--- src/design/command_frame_receiver_assert.svh ---
// Assertion macros for the command frame receiver.
// Included by the RTL file that carries concurrent assertions; no dependencies.
`ifndef COMMAND_FRAME_RECEIVER_ASSERT_SVH
`define COMMAND_FRAME_RECEIVER_ASSERT_SVH

// The consequent must hold in the same cycle as the antecedent.
`define CFR_ASSERT_IMPL(name, clk, rst_n, ante, cons, msg) \
	name: assert property (@(posedge clk) disable iff (!rst_n) (ante) |-> (cons)) \
		else $error(msg);

// The consequent must hold in the cycle after the antecedent.
`define CFR_ASSERT_NEXT(name, clk, rst_n, ante, cons, msg) \
	name: assert property (@(posedge clk) disable iff (!rst_n) (ante) |=> (cons)) \
		else $error(msg);

`endif

--- src/design/cfr_pkg.sv ---
// Shared constants, types and state encoding of the command frame receiver.
// Used by the other files of the block but cfr_ram and the assertion header; depends on nothing.
package cfr_pkg;

	localparam int BYTE_W        = 8;
	localparam int ACTION_W      = 3;
	localparam int MAX_PAYLOAD   = 32;
	localparam int ID_LEN        = 12;
	localparam int RSP_HDR_BYTES = 4;

	localparam int CFG_IDX_W  = 1;
	localparam int CFG_DATA_W = 64;
	localparam int ID_HIGH_W  = 64;
	localparam int ID_LOW_W   = 32;

	localparam int RLEN_MAX = (MAX_PAYLOAD > ID_LEN) ? MAX_PAYLOAD : ID_LEN;
	localparam int LEN_W    = $clog2(MAX_PAYLOAD + 1);
	localparam int RLEN_W   = $clog2(RLEN_MAX + 1);
	localparam int EIDX_W   = $clog2(RLEN_MAX + RSP_HDR_BYTES + 3);
	localparam int ADDR_W   = (MAX_PAYLOAD > 1) ? $clog2(MAX_PAYLOAD) : 1;
	localparam int ID_IDX_W = $clog2(ID_LEN);
	localparam int ID_SLOTS = 2 ** ID_IDX_W;
	localparam int ID_PAD_W = (ID_SLOTS - ID_LEN) * BYTE_W;

	localparam logic [BYTE_W-1:0] HEAD_BYTE       = 8'hAA;
	localparam logic [BYTE_W-1:0] TAIL_BYTE       = 8'h55;
	localparam logic [BYTE_W-1:0] ID_CMD          = 8'h00;
	localparam logic [BYTE_W-1:0] FIRST_ACTION_CMD = 8'h01;
	localparam logic [BYTE_W-1:0] LAST_ACTION_CMD = 8'h04;

	localparam logic [ACTION_W-1:0] ACT_NONE = 3'd0;

	localparam logic [CFG_IDX_W-1:0] REG_ID_HIGH = 1'b0;
	localparam logic [CFG_IDX_W-1:0] REG_ID_LOW  = 1'b1;

	typedef enum logic [3:0] {
		ST_HUNT,
		ST_HDR2,
		ST_CMD,
		ST_LEN,
		ST_PAYLOAD,
		ST_CHK,
		ST_TAIL1,
		ST_TAIL2,
		ST_EMIT
	} state_t;

	// Commands from the controller to the datapath.
	typedef struct packed {
		logic cap_cmd;
		logic cap_len;
		logic wr_pay;
		logic cap_chk;
		logic start_emit;
		logic load_out;
	} cfr_cmd_t;

	// Status from the datapath to the controller.
	typedef struct packed {
		logic is_head;
		logic is_tail;
		logic len_bad;
		logic len_zero;
		logic pay_last;
		logic sum_ok;
		logic out_free;
		logic emit_last;
	} cfr_stat_t;

endpackage

--- src/design/cfr_intf.sv ---
// Stream interfaces of the command frame receiver: received bytes in,
// response bytes out. Depends on cfr_pkg.
interface cfr_rx_if;
	logic                        valid;
	logic                        ready;
	logic [cfr_pkg::BYTE_W-1:0]  rx_byte;

	modport source (output valid, output rx_byte, input ready);
	modport sink   (input valid, input rx_byte, output ready);
endinterface

interface cfr_tx_if;
	logic                          valid;
	logic                          ready;
	logic [cfr_pkg::BYTE_W-1:0]    tx_byte;
	logic                          last_byte;
	logic [cfr_pkg::ACTION_W-1:0]  action;

	modport source (output valid, output tx_byte, output last_byte, output action, input ready);
	modport sink   (input valid, input tx_byte, input last_byte, input action, output ready);
endinterface

--- src/design/cfr_ram.sv ---
// Generic single-write, single-read RAM with a registered read port.
// No dependencies.
module cfr_ram #(
	parameter int WIDTH = 8,
	parameter int DEPTH = 32,
	localparam int AW = (DEPTH > 1) ? $clog2(DEPTH) : 1
) (
	input  logic             clk,
	input  logic             we,
	input  logic [AW-1:0]    waddr,
	input  logic [WIDTH-1:0] wdata,
	input  logic [AW-1:0]    raddr,
	output logic [WIDTH-1:0] rdata
);

	logic [WIDTH-1:0] mem_q [DEPTH];
	logic [WIDTH-1:0] rdata_q;

	always_ff @(posedge clk) begin
		if (we) begin
			mem_q[waddr] <= wdata;
		end
		rdata_q <= mem_q[raddr];
	end

	assign rdata = rdata_q;

endmodule

--- src/design/cfr_ctrl.sv ---
// Frame controller: walks header, command, length, payload, checksum, tail
// and response emission. Depends on cfr_pkg.
module cfr_ctrl (
	input  logic               clk,
	input  logic               arst_n,
	input  logic               rx_valid,
	output logic               rx_ready,
	input  cfr_pkg::cfr_stat_t stat,
	output cfr_pkg::cfr_cmd_t  cmd
);

	cfr_pkg::state_t state_q, state_d;
	logic            fire;

	always_ff @(posedge clk or negedge arst_n) begin
		if (!arst_n) begin
			state_q <= cfr_pkg::ST_HUNT;
		end else begin
			state_q <= state_d;
		end
	end

	assign fire = rx_valid && rx_ready;

	always_comb begin
		state_d = state_q;
		unique case (state_q)
			cfr_pkg::ST_HUNT: begin
				if (fire && stat.is_head) state_d = cfr_pkg::ST_HDR2;
			end
			cfr_pkg::ST_HDR2: begin
				if (fire) state_d = stat.is_head ? cfr_pkg::ST_CMD : cfr_pkg::ST_HUNT;
			end
			cfr_pkg::ST_CMD: begin
				if (fire) state_d = cfr_pkg::ST_LEN;
			end
			cfr_pkg::ST_LEN: begin
				if (fire) begin
					if (stat.len_bad) state_d = cfr_pkg::ST_HUNT;
					else if (stat.len_zero) state_d = cfr_pkg::ST_CHK;
					else state_d = cfr_pkg::ST_PAYLOAD;
				end
			end
			cfr_pkg::ST_PAYLOAD: begin
				if (fire && stat.pay_last) state_d = cfr_pkg::ST_CHK;
			end
			cfr_pkg::ST_CHK: begin
				if (fire) state_d = cfr_pkg::ST_TAIL1;
			end
			cfr_pkg::ST_TAIL1: begin
				if (fire) state_d = stat.is_tail ? cfr_pkg::ST_TAIL2 : cfr_pkg::ST_HUNT;
			end
			cfr_pkg::ST_TAIL2: begin
				if (fire) begin
					state_d = (stat.is_tail && stat.sum_ok) ? cfr_pkg::ST_EMIT
					                                        : cfr_pkg::ST_HUNT;
				end
			end
			cfr_pkg::ST_EMIT: begin
				if (stat.out_free && stat.emit_last) state_d = cfr_pkg::ST_HUNT;
			end
			default: state_d = cfr_pkg::ST_HUNT;
		endcase
	end

	always_comb begin
		rx_ready       = (state_q != cfr_pkg::ST_EMIT);
		cmd.cap_cmd    = fire && (state_q == cfr_pkg::ST_CMD);
		cmd.cap_len    = fire && (state_q == cfr_pkg::ST_LEN) && !stat.len_bad;
		cmd.wr_pay     = fire && (state_q == cfr_pkg::ST_PAYLOAD);
		cmd.cap_chk    = fire && (state_q == cfr_pkg::ST_CHK);
		cmd.start_emit = fire && (state_q == cfr_pkg::ST_TAIL2) && stat.is_tail && stat.sum_ok;
		cmd.load_out   = (state_q == cfr_pkg::ST_EMIT) && stat.out_free;
	end

endmodule

--- src/design/cfr_dp.sv ---
// Frame datapath: captured fields, running sum, payload RAM, device ID
// registers, response byte selection and the output register.
// Depends on cfr_pkg, cfr_ram and the assertion macro header.
`include "command_frame_receiver_assert.svh"

module cfr_dp (
	input  logic                              clk,
	input  logic                              arst_n,
	input  logic                              cfg_we,
	input  logic [cfr_pkg::CFG_IDX_W-1:0]     cfg_index,
	input  logic [cfr_pkg::CFG_DATA_W-1:0]    cfg_data,
	input  logic [cfr_pkg::BYTE_W-1:0]        rx_byte,
	input  cfr_pkg::cfr_cmd_t                 cmd,
	output cfr_pkg::cfr_stat_t                stat,
	output logic                              tx_valid,
	input  logic                              tx_ready,
	output logic [cfr_pkg::BYTE_W-1:0]        tx_byte,
	output logic                              tx_last,
	output logic [cfr_pkg::ACTION_W-1:0]      tx_action
);

	logic [cfr_pkg::BYTE_W-1:0]    cmd_q;
	logic [cfr_pkg::LEN_W-1:0]     len_q;
	logic [cfr_pkg::BYTE_W-1:0]    chk_q;
	logic [cfr_pkg::BYTE_W-1:0]    sum_q;
	logic [cfr_pkg::LEN_W-1:0]     pay_idx_q;
	logic [cfr_pkg::EIDX_W-1:0]    eidx_q;
	logic [cfr_pkg::ID_HIGH_W-1:0] id_hi_q;
	logic [cfr_pkg::ID_LOW_W-1:0]  id_lo_q;
	logic                          tx_valid_q;
	logic [cfr_pkg::BYTE_W-1:0]    tx_byte_q;
	logic                          tx_last_q;
	logic [cfr_pkg::ACTION_W-1:0]  tx_action_q;

	logic [cfr_pkg::LEN_W-1:0]     pay_next;
	logic [cfr_pkg::RLEN_W-1:0]    rlen;
	logic [cfr_pkg::EIDX_W-1:0]    pay_end;
	logic [cfr_pkg::EIDX_W-1:0]    eidx_look;
	logic [cfr_pkg::EIDX_W-1:0]    rd_pos;
	logic [cfr_pkg::EIDX_W-1:0]    id_pos;
	logic [cfr_pkg::BYTE_W-1:0]    ram_rdata;
	logic [cfr_pkg::ID_SLOTS*cfr_pkg::BYTE_W-1:0] id_pad;
	logic [cfr_pkg::BYTE_W-1:0]    id_bytes [cfr_pkg::ID_SLOTS];
	logic [cfr_pkg::BYTE_W-1:0]    pay_byte;
	logic [cfr_pkg::BYTE_W-1:0]    emit_byte;
	logic                          in_payload;
	logic                          is_action;
	logic                          is_id;

	// Configuration registers.
	always_ff @(posedge clk or negedge arst_n) begin
		if (!arst_n) begin
			id_hi_q <= '0;
			id_lo_q <= '0;
		end else if (cfg_we) begin
			unique case (cfg_index)
				cfr_pkg::REG_ID_HIGH: id_hi_q <= cfg_data;
				cfr_pkg::REG_ID_LOW:  id_lo_q <= cfg_data[cfr_pkg::ID_LOW_W-1:0];
			endcase
		end
	end

	assign is_id    = (cmd_q == cfr_pkg::ID_CMD);
	assign rlen     = is_id ? cfr_pkg::RLEN_W'(cfr_pkg::ID_LEN) : cfr_pkg::RLEN_W'(len_q);
	assign pay_next = pay_idx_q + cfr_pkg::LEN_W'(1);
	assign pay_end  = cfr_pkg::EIDX_W'(cfr_pkg::RSP_HDR_BYTES) + cfr_pkg::EIDX_W'(rlen);

	// The RAM address looks one byte ahead when the output register loads, so
	// the registered read data always belongs to the current emit index.
	assign eidx_look = cmd.load_out ? eidx_q + cfr_pkg::EIDX_W'(1) : eidx_q;
	assign rd_pos    = eidx_look - cfr_pkg::EIDX_W'(cfr_pkg::RSP_HDR_BYTES);
	assign id_pos    = eidx_q - cfr_pkg::EIDX_W'(cfr_pkg::RSP_HDR_BYTES);

	cfr_ram #(
		.WIDTH (cfr_pkg::BYTE_W),
		.DEPTH (cfr_pkg::MAX_PAYLOAD)
	) u_pay_ram (
		.clk   (clk),
		.we    (cmd.wr_pay),
		.waddr (pay_idx_q[cfr_pkg::ADDR_W-1:0]),
		.wdata (rx_byte),
		.raddr (rd_pos[cfr_pkg::ADDR_W-1:0]),
		.rdata (ram_rdata)
	);

	// Device ID as bytes in transmit order, first word most significant.
	assign id_pad = {id_hi_q, id_lo_q, {cfr_pkg::ID_PAD_W{1'b0}}};

	always_comb begin
		for (int i = 0; i < cfr_pkg::ID_SLOTS; i++) begin
			id_bytes[i] = id_pad[cfr_pkg::BYTE_W*(cfr_pkg::ID_SLOTS-1-i) +: cfr_pkg::BYTE_W];
		end
	end

	assign pay_byte = is_id ? id_bytes[id_pos[cfr_pkg::ID_IDX_W-1:0]] : ram_rdata;

	always_comb begin
		in_payload = 1'b0;
		if (eidx_q < cfr_pkg::EIDX_W'(2)) begin
			emit_byte = cfr_pkg::HEAD_BYTE;
		end else if (eidx_q == cfr_pkg::EIDX_W'(2)) begin
			emit_byte = cmd_q;
		end else if (eidx_q == cfr_pkg::EIDX_W'(3)) begin
			emit_byte = cfr_pkg::BYTE_W'(rlen);
		end else if (eidx_q < pay_end) begin
			emit_byte  = pay_byte;
			in_payload = 1'b1;
		end else if (eidx_q == pay_end) begin
			emit_byte = sum_q;
		end else begin
			emit_byte = cfr_pkg::TAIL_BYTE;
		end
	end

	assign is_action = (cmd_q >= cfr_pkg::FIRST_ACTION_CMD) &&
	                   (cmd_q <= cfr_pkg::LAST_ACTION_CMD);

	// Frame fields and counters.
	always_ff @(posedge clk or negedge arst_n) begin
		if (!arst_n) begin
			cmd_q     <= '0;
			len_q     <= '0;
			chk_q     <= '0;
			sum_q     <= '0;
			pay_idx_q <= '0;
			eidx_q    <= '0;
		end else begin
			if (cmd.cap_cmd) begin
				cmd_q <= rx_byte;
				sum_q <= rx_byte;
			end
			if (cmd.cap_len) begin
				len_q     <= rx_byte[cfr_pkg::LEN_W-1:0];
				sum_q     <= sum_q + rx_byte;
				pay_idx_q <= '0;
			end
			if (cmd.wr_pay) begin
				sum_q     <= sum_q + rx_byte;
				pay_idx_q <= pay_next;
			end
			if (cmd.cap_chk) begin
				chk_q <= rx_byte;
			end
			// The sum register is reused for the response checksum.
			if (cmd.start_emit) begin
				sum_q  <= cmd_q + cfr_pkg::BYTE_W'(rlen);
				eidx_q <= '0;
			end
			if (cmd.load_out) begin
				eidx_q <= eidx_q + cfr_pkg::EIDX_W'(1);
				if (in_payload) begin
					sum_q <= sum_q + pay_byte;
				end
			end
		end
	end

	// Output register.
	always_ff @(posedge clk or negedge arst_n) begin
		if (!arst_n) begin
			tx_valid_q <= 1'b0;
		end else if (cmd.load_out) begin
			tx_valid_q <= 1'b1;
		end else if (tx_ready) begin
			tx_valid_q <= 1'b0;
		end
	end

	always_ff @(posedge clk) begin
		if (cmd.load_out) begin
			tx_byte_q   <= emit_byte;
			tx_last_q   <= stat.emit_last;
			tx_action_q <= (stat.emit_last && is_action) ? cmd_q[cfr_pkg::ACTION_W-1:0]
			                                             : cfr_pkg::ACT_NONE;
		end
	end

	assign tx_valid  = tx_valid_q;
	assign tx_byte   = tx_byte_q;
	assign tx_last   = tx_last_q;
	assign tx_action = tx_action_q;

	always_comb begin
		stat.is_head   = (rx_byte == cfr_pkg::HEAD_BYTE);
		stat.is_tail   = (rx_byte == cfr_pkg::TAIL_BYTE);
		stat.len_bad   = (rx_byte > cfr_pkg::BYTE_W'(cfr_pkg::MAX_PAYLOAD));
		stat.len_zero  = (rx_byte == '0);
		stat.pay_last  = (pay_next == len_q);
		stat.sum_ok    = (sum_q == chk_q);
		stat.out_free  = !tx_valid_q || tx_ready;
		stat.emit_last = (eidx_q == pay_end + cfr_pkg::EIDX_W'(2));
	end

	`CFR_ASSERT_IMPL(a_last_is_tail, clk, arst_n, tx_valid_q && tx_last_q,
		tx_byte_q == cfr_pkg::TAIL_BYTE, "final response byte is not a tail byte")
	`CFR_ASSERT_IMPL(a_action_on_last, clk, arst_n, tx_valid_q && (tx_action_q != cfr_pkg::ACT_NONE),
		tx_last_q, "action code outside the final response byte")
	`CFR_ASSERT_IMPL(a_no_overwrite, clk, arst_n, cmd.load_out,
		!tx_valid_q || tx_ready, "output register loaded while still full")
	`CFR_ASSERT_IMPL(a_pay_in_range, clk, arst_n, cmd.wr_pay,
		pay_idx_q < len_q, "payload write beyond the frame length")

endmodule

--- src/design/command_frame_receiver.sv ---
// Command frame receiver top level: controller, datapath and stream ports.
// Depends on cfr_pkg, cfr_intf (cfr_rx_if, cfr_tx_if), cfr_ctrl and cfr_dp.
//
// Usage: received bytes enter on rx, one per request. The block hunts for
// the header AA AA, then takes command, length, payload, checksum and two
// 55 tail bytes. A frame with a length above the maximum, a bad tail byte or
// a checksum that does not match the byte sum is dropped without a response.
// A good frame yields a response AA AA cmd len payload chk 55 55 on tx, one
// byte per request; command 0 answers with the 12-byte device ID, others echo
// the payload. The final byte carries last_byte and, for commands 1 to 4, the
// action code. After the second tail byte is taken, the controller enters its
// emit state and the first response byte is then loaded into the output
// register; the response streams at one byte per cycle while tx is ready,
// response length + 7 bytes in all, paced by the response byte counter and the
// payload RAM's registered read port. rx is not ready until the last response
// byte has entered the output register. A stalled tx holds the output register
// and the counter. Reset returns the parser to header hunting and clears both
// device ID registers; the payload RAM needs no clearing. The ID registers are
// written through cfg_we, cfg_index and cfg_data.
module command_frame_receiver (
	input  logic                           clk,
	input  logic                           arst_n,
	input  logic                           cfg_we,
	input  logic [cfr_pkg::CFG_IDX_W-1:0]  cfg_index,
	input  logic [cfr_pkg::CFG_DATA_W-1:0] cfg_data,
	cfr_rx_if.sink                         rx,
	cfr_tx_if.source                       tx
);

	cfr_pkg::cfr_cmd_t  cmd;
	cfr_pkg::cfr_stat_t stat;

	// The controller sequences the frame fields and the response bytes.
	cfr_ctrl u_ctrl (
		.clk      (clk),
		.arst_n   (arst_n),
		.rx_valid (rx.valid),
		.rx_ready (rx.ready),
		.stat     (stat),
		.cmd      (cmd)
	);

	// The datapath holds the frame fields, the payload and the output register.
	cfr_dp u_dp (
		.clk       (clk),
		.arst_n    (arst_n),
		.cfg_we    (cfg_we),
		.cfg_index (cfg_index),
		.cfg_data  (cfg_data),
		.rx_byte   (rx.rx_byte),
		.cmd       (cmd),
		.stat      (stat),
		.tx_valid  (tx.valid),
		.tx_ready  (tx.ready),
		.tx_byte   (tx.tx_byte),
		.tx_last   (tx.last_byte),
		.tx_action (tx.action)
	);

endmodule

--- src/flat_wrapper.sv ---
// flat-port wrapper written by rule: the top's interface ports become plain ports
module command_frame_receiver_flat 
  (clk, arst_n, cfg_we, cfg_index, cfg_data, rx_valid, rx_rx_byte, rx_ready, tx_valid, tx_tx_byte, tx_last_byte, tx_action, tx_ready);
  cfr_rx_if rx_i ();
  cfr_tx_if tx_i ();
  input  logic clk;
  input  logic arst_n;
  input  logic cfg_we;
  input  logic [cfr_pkg::CFG_IDX_W-1:0] cfg_index;
  input  logic [cfr_pkg::CFG_DATA_W-1:0] cfg_data;
  input wire logic [$bits(rx_i.valid)-1:0] rx_valid;
  input wire logic [$bits(rx_i.rx_byte)-1:0] rx_rx_byte;
  output wire logic [$bits(rx_i.ready)-1:0] rx_ready;
  output wire logic [$bits(tx_i.valid)-1:0] tx_valid;
  output wire logic [$bits(tx_i.tx_byte)-1:0] tx_tx_byte;
  output wire logic [$bits(tx_i.last_byte)-1:0] tx_last_byte;
  output wire logic [$bits(tx_i.action)-1:0] tx_action;
  input wire logic [$bits(tx_i.ready)-1:0] tx_ready;
  assign rx_i.valid = rx_valid;
  assign rx_i.rx_byte = rx_rx_byte;
  assign rx_ready = rx_i.ready;
  assign tx_valid = tx_i.valid;
  assign tx_tx_byte = tx_i.tx_byte;
  assign tx_last_byte = tx_i.last_byte;
  assign tx_action = tx_i.action;
  assign tx_i.ready = tx_ready;
  command_frame_receiver u_core (.clk(clk), .arst_n(arst_n), .cfg_we(cfg_we), .cfg_index(cfg_index), .cfg_data(cfg_data), .rx(rx_i), .tx(tx_i));
endmodule
--- config.mk ---
export PLATFORM = sky130hd
export DESIGN_NAME = command_frame_receiver_flat
export DESIGN_NICKNAME = d
export VERILOG_FILES = /design/src/design/cfr_pkg.sv /design/src/design/cfr_intf.sv /design/src/design/cfr_ram.sv /design/src/design/cfr_ctrl.sv /design/src/design/cfr_dp.sv /design/src/design/command_frame_receiver.sv /design/src/flat_wrapper.sv
export VERILOG_INCLUDE_DIRS = /design/src /design/src/design
export SDC_FILE = /design/constraint.sdc
export NUM_CORES = 1
export LEC_CHECK = 0
export BUFFER_PORTS_ARGS = -buffer_cell sky130_fd_sc_hd__buf_2
export CORE_ASPECT_RATIO = 0.8
export CORE_MARGIN = 2
export CORE_UTILIZATION = 66
export DETAILED_ROUTE_END_ITERATION = 8
export GPL_ROUTABILITY_DRIVEN = 0
export PLACE_DENSITY = 0.92
export SKIP_LAST_GASP = 1
export SLEW_MARGIN = 20
export SYNTH_ARGS = -nofsm -noshare
export SYNTH_HDL_FRONTEND = slang
export SYNTH_HIERARCHICAL = 1
export SYNTH_SLANG_ARGS = --single-unit
--- constraint.sdc ---
create_clock -name clk -period 11.95 [get_ports clk]
set_input_delay 1.195 -clock clk [delete_from_list [all_inputs] [get_ports clk]]
set_output_delay 1.195 -clock clk [all_outputs]
set_load 0.02 [all_outputs]
==> out/qor.csv <==
stage,metric,value,unit
status,status,"complete, no violations",
layout,fillers,1556,
setup_path,crit_family,compound AO/OA/AOI/OAI gates,
global_routing,grt_use_total,30.5,%
clocking,clk_pin_slew_worst_paths,0.06,ns
setup_path,max_stage_delay,1.06,ns
yosys,synth.area.top_cells,"edfxtp_1, dfrtp_1, mux4_2",
yosys,synthArstFlopShare,34.1,%
detailed_routing,final_antenna_net_count,0,
layout,nNetsFinal,1395,
setup_path,critPathSlowestCell,ha_1,
yosys,syn_area,19100,um^2
hold_path,min-delay-path-class,reg -> reg,
detailed_routing,drt_iter0_markers,1503,
detailed_routing,via_per_inst,6.87,
global_routing,grt_pass1_vias,11600,
timing,clock_skew,0.0211,ns
layout,regArea,11800,um^2
clocking,numCtsBuffers,41,
timing,fmaxAchievable,216,MHz
yosys,yosysSeqAreaShare,61.7,%
timing,tightest_slew,1.22,ns
floorplan,rows,55,
clocking,cts_setup_buffers,0,
detailed_routing,drc,0,
timing,period_share,38.7,%
yosys,postSynthAreaPerCell,16.1,um^2
detailed_routing,wl_per_cell,27.2,um
floorplan,die_w,194,um
timing,setup_slack,7.33,ns
clocking,clock_sinks,419,
yosys,synth_cell_types,76,
clocking,insertion_delay,0.55,ns
floorplan,die_height,156,um
placed_design,pre_cts_ws,7.03,ns
yosys,yosys_warnings,6,
detailed_routing,vias,11500,
setup_path,path_cells,clkinv_1 -> ha_1 -> mux2i_1 -> o211ai_1 -> o21a_1 -> ha_1 -> a21oi_1 -> o221ai_1 -> o41ai_1 -> xnor3_1 -> a21oi_1,
placed_design,dpl_cell_area,19900,um^2
power,p_leak,7.78,nW
power,ir_drop,0.000150,V
yosys,yosysTopAreaCell,edfxtp_1,
setup_path,crit_path_start_kind,flip-flop,
floorplan,die_area,30300,um^2
yosys,synth-seq-cells,419,
setup_path,worstSetupPathType,reg -> reg,
timing,period_minus_slack,4.62,ns
timing,setup_viol,0,
detailed_routing,first_pass_iters,6,
timing,setup_tns,0,ns
job,drv_cap,0,
global_routing,grt_pass1_wl,69.1,mm
layout,design_area,21200,um^2
timing,finalHoldViolCount,0,
floorplan,start_util,67.3,%
setup_path,path_max_fanout,19,
floorplan,coreArea,28400,um^2
clocking,cts_resized,0,
clocking,h-tree-depth,2,
timing,rsz0062_at_grt,false,
layout,layout-drive-gt1-share,32.6,%
setup_path,cp.arrival,5.08,ns
global_routing,grt_max_degree,74,
timing,drv_slew,0,
detailed_routing,wirelength,45.6,mm
yosys,synthFlopType,edfxtp_1,
yosys,synth_nets,1303,
global_routing,grt_remaining_overflow,0,
setup_path,end_kind,flip-flop,
clocking,cts_hold_buf,0,
layout,syn_to_final_growth,11.2,%
yosys,post-synth-top-area-fraction,42.2,%
placed_design,numPortBuffers,91,
placed_design,place_hpwl,28.6,mm
yosys,syn_inst,1185,
timing,holdWs,0.507,ns
setup_path,worst-path-buf-inv,1,
global_routing,antenna_found_initial,2,
layout,multi_input_area,6950,um^2
clocking,cts.path.max_buffers,3,
timing,relSlewSlack,18.3,%
layout,mostFrequentLayoutCells,"edfxtp_1, dfrtp_1, mux2_2",
layout,final_common_cell,edfxtp_1,
yosys,synth_edf_count,268,
setup_path,r2r_slack,7.33,ns
clocking,cts_root_buf,clkbuf_16,
power,power_density,202,nW/um^2
clocking,cts_tree,built,
floorplan,io_pins,92,
setup_path,worstPathRequired,12.41,ns
synth_stat cells, types with 4 or more instances:
| cell | instances |
|---|---|
| mux2i_1 | 13 |
| a211oi_1 | 10 |
| o31ai_1 | 4 |
| nor3_1 | 14 |
| nand2b_1 | 16 |
| buf_1 | 10 |
| a221oi_1 | 6 |
| ha_1 | 37 |
| buf_4 | 12 |
| or3_1 | 5 |
| o211ai_1 | 9 |
| nor2b_1 | 7 |
| o21a_1 | 13 |
| dfrtp_1 | 143 |
| o22ai_1 | 6 |
| xor2_1 | 10 |
| nand3b_1 | 7 |
| and3_1 | 7 |
| nand2_1 | 35 |
| xnor2_1 | 32 |
| a21o_1 | 4 |
| buf_2 | 5 |
| a21oi_1 | 14 |
| o21ai_0 | 28 |
| a311oi_1 | 5 |
| edfxtp_1 | 268 |
| nand3_1 | 25 |
| inv_1 | 29 |
| mux4_2 | 104 |
| nand4_1 | 5 |
| mux2_2 | 125 |
| nor2_1 | 69 |
| dfxtp_1 | 8 |
| clkbuf_1 | 30 |
worst paths after layout:
check                                         from                  endpoint  depth (start not counted)
hold / removal             u_core/u_dp/id_hi_q[59]   u_core/u_dp/id_hi_q[59]                          1
min in group asynchronous                   arst_n  u_core/u_ctrl/state_q[2]                          1
max in group asynchronous                   arst_n    u_core/u_dp/id_lo_q[9]                          2
hold reg to reg            u_core/u_dp/id_hi_q[59]   u_core/u_dp/id_hi_q[59]                          1
setup reg to reg             u_core/u_dp/eidx_q[2]      u_core/u_dp/sum_q[7]                         11
setup / recovery             u_core/u_dp/eidx_q[2]      u_core/u_dp/sum_q[7]                         11
power by group:
part	internal (mW)	leakage [nW]	total [mW]	switching [mW]
registers	1.65	4.22	1.75	0.102
logic	0.636	2.92	1.26	0.628
clock network	0.737	0.649	1.28	0.545
flip-flops by register name (all words and copies together), names as in the netlist, 6 cells and up:
register	flops
u_core/u_dp/chk_q	8
u_core/u_dp/cmd_q	8
u_core/u_dp/eidx_q	6
u_core/u_dp/id_hi_q	64
u_core/u_dp/id_lo_q	32
u_core/u_dp/len_q	6
u_core/u_dp/pay_idx_q	6
u_core/u_dp/sum_q	8
u_core/u_dp/tx_byte	8
u_core/u_dp/u_pay_ram/mem_q	256
u_core/u_dp/u_pay_ram/rdata	8
per-stage QoR:
| stage | util (%) | total power, mW | std cells |
|---|---|---|---|
| after floorplan | - | 2.71 | 1185 |
| after global placement | 70.2 | 2.94 | 1604 |
| after detailed placement | 70.2 | 3.00 | 1604 |
| after CTS | 74.8 | 4.29 | 1679 |
| after global routing | 74.9 | 4.45 | 1679 |
| final | 74.9 | 4.29 | 1680 |
cell type report:
type / count / area share, %
Tap cell: 370 / 2.18
Clock inverter: 26 / 1.11
Clock buffer: 49 / 5.12
Sequential cell: 419 / 55.5
Inverter: 32 / 0.578
Antenna cell: 1 / 0.0118
Timing Repair Buffer: 107 / 2.74
Multi-Input combinational cell: 676 / 32.7
layer usage:
layer  track usage (%)  share of wire, %
met2              47.4                47
met4              10.8               3.1
met5                 0             0.028
met3              8.02                11
met1              42.6                39
cell families (layout without fill, tap and decap cells):
kind of cell,count (synthesis),in the layout,synth area share [%]
flip-flops,419,419,61.7
multiplexers,245,245,20.6
buffers and inverters,90,214,2.08
adder cells (fa/ha/maj),40,40,2.74
AND/OR/NAND/NOR,217,217,5.89
AO/OA/AOI/OAI,131,131,4.95
XOR/XNOR,43,43,2.04
other,0,1,0
No activity file was read; power rests on OpenSTA's default activity.
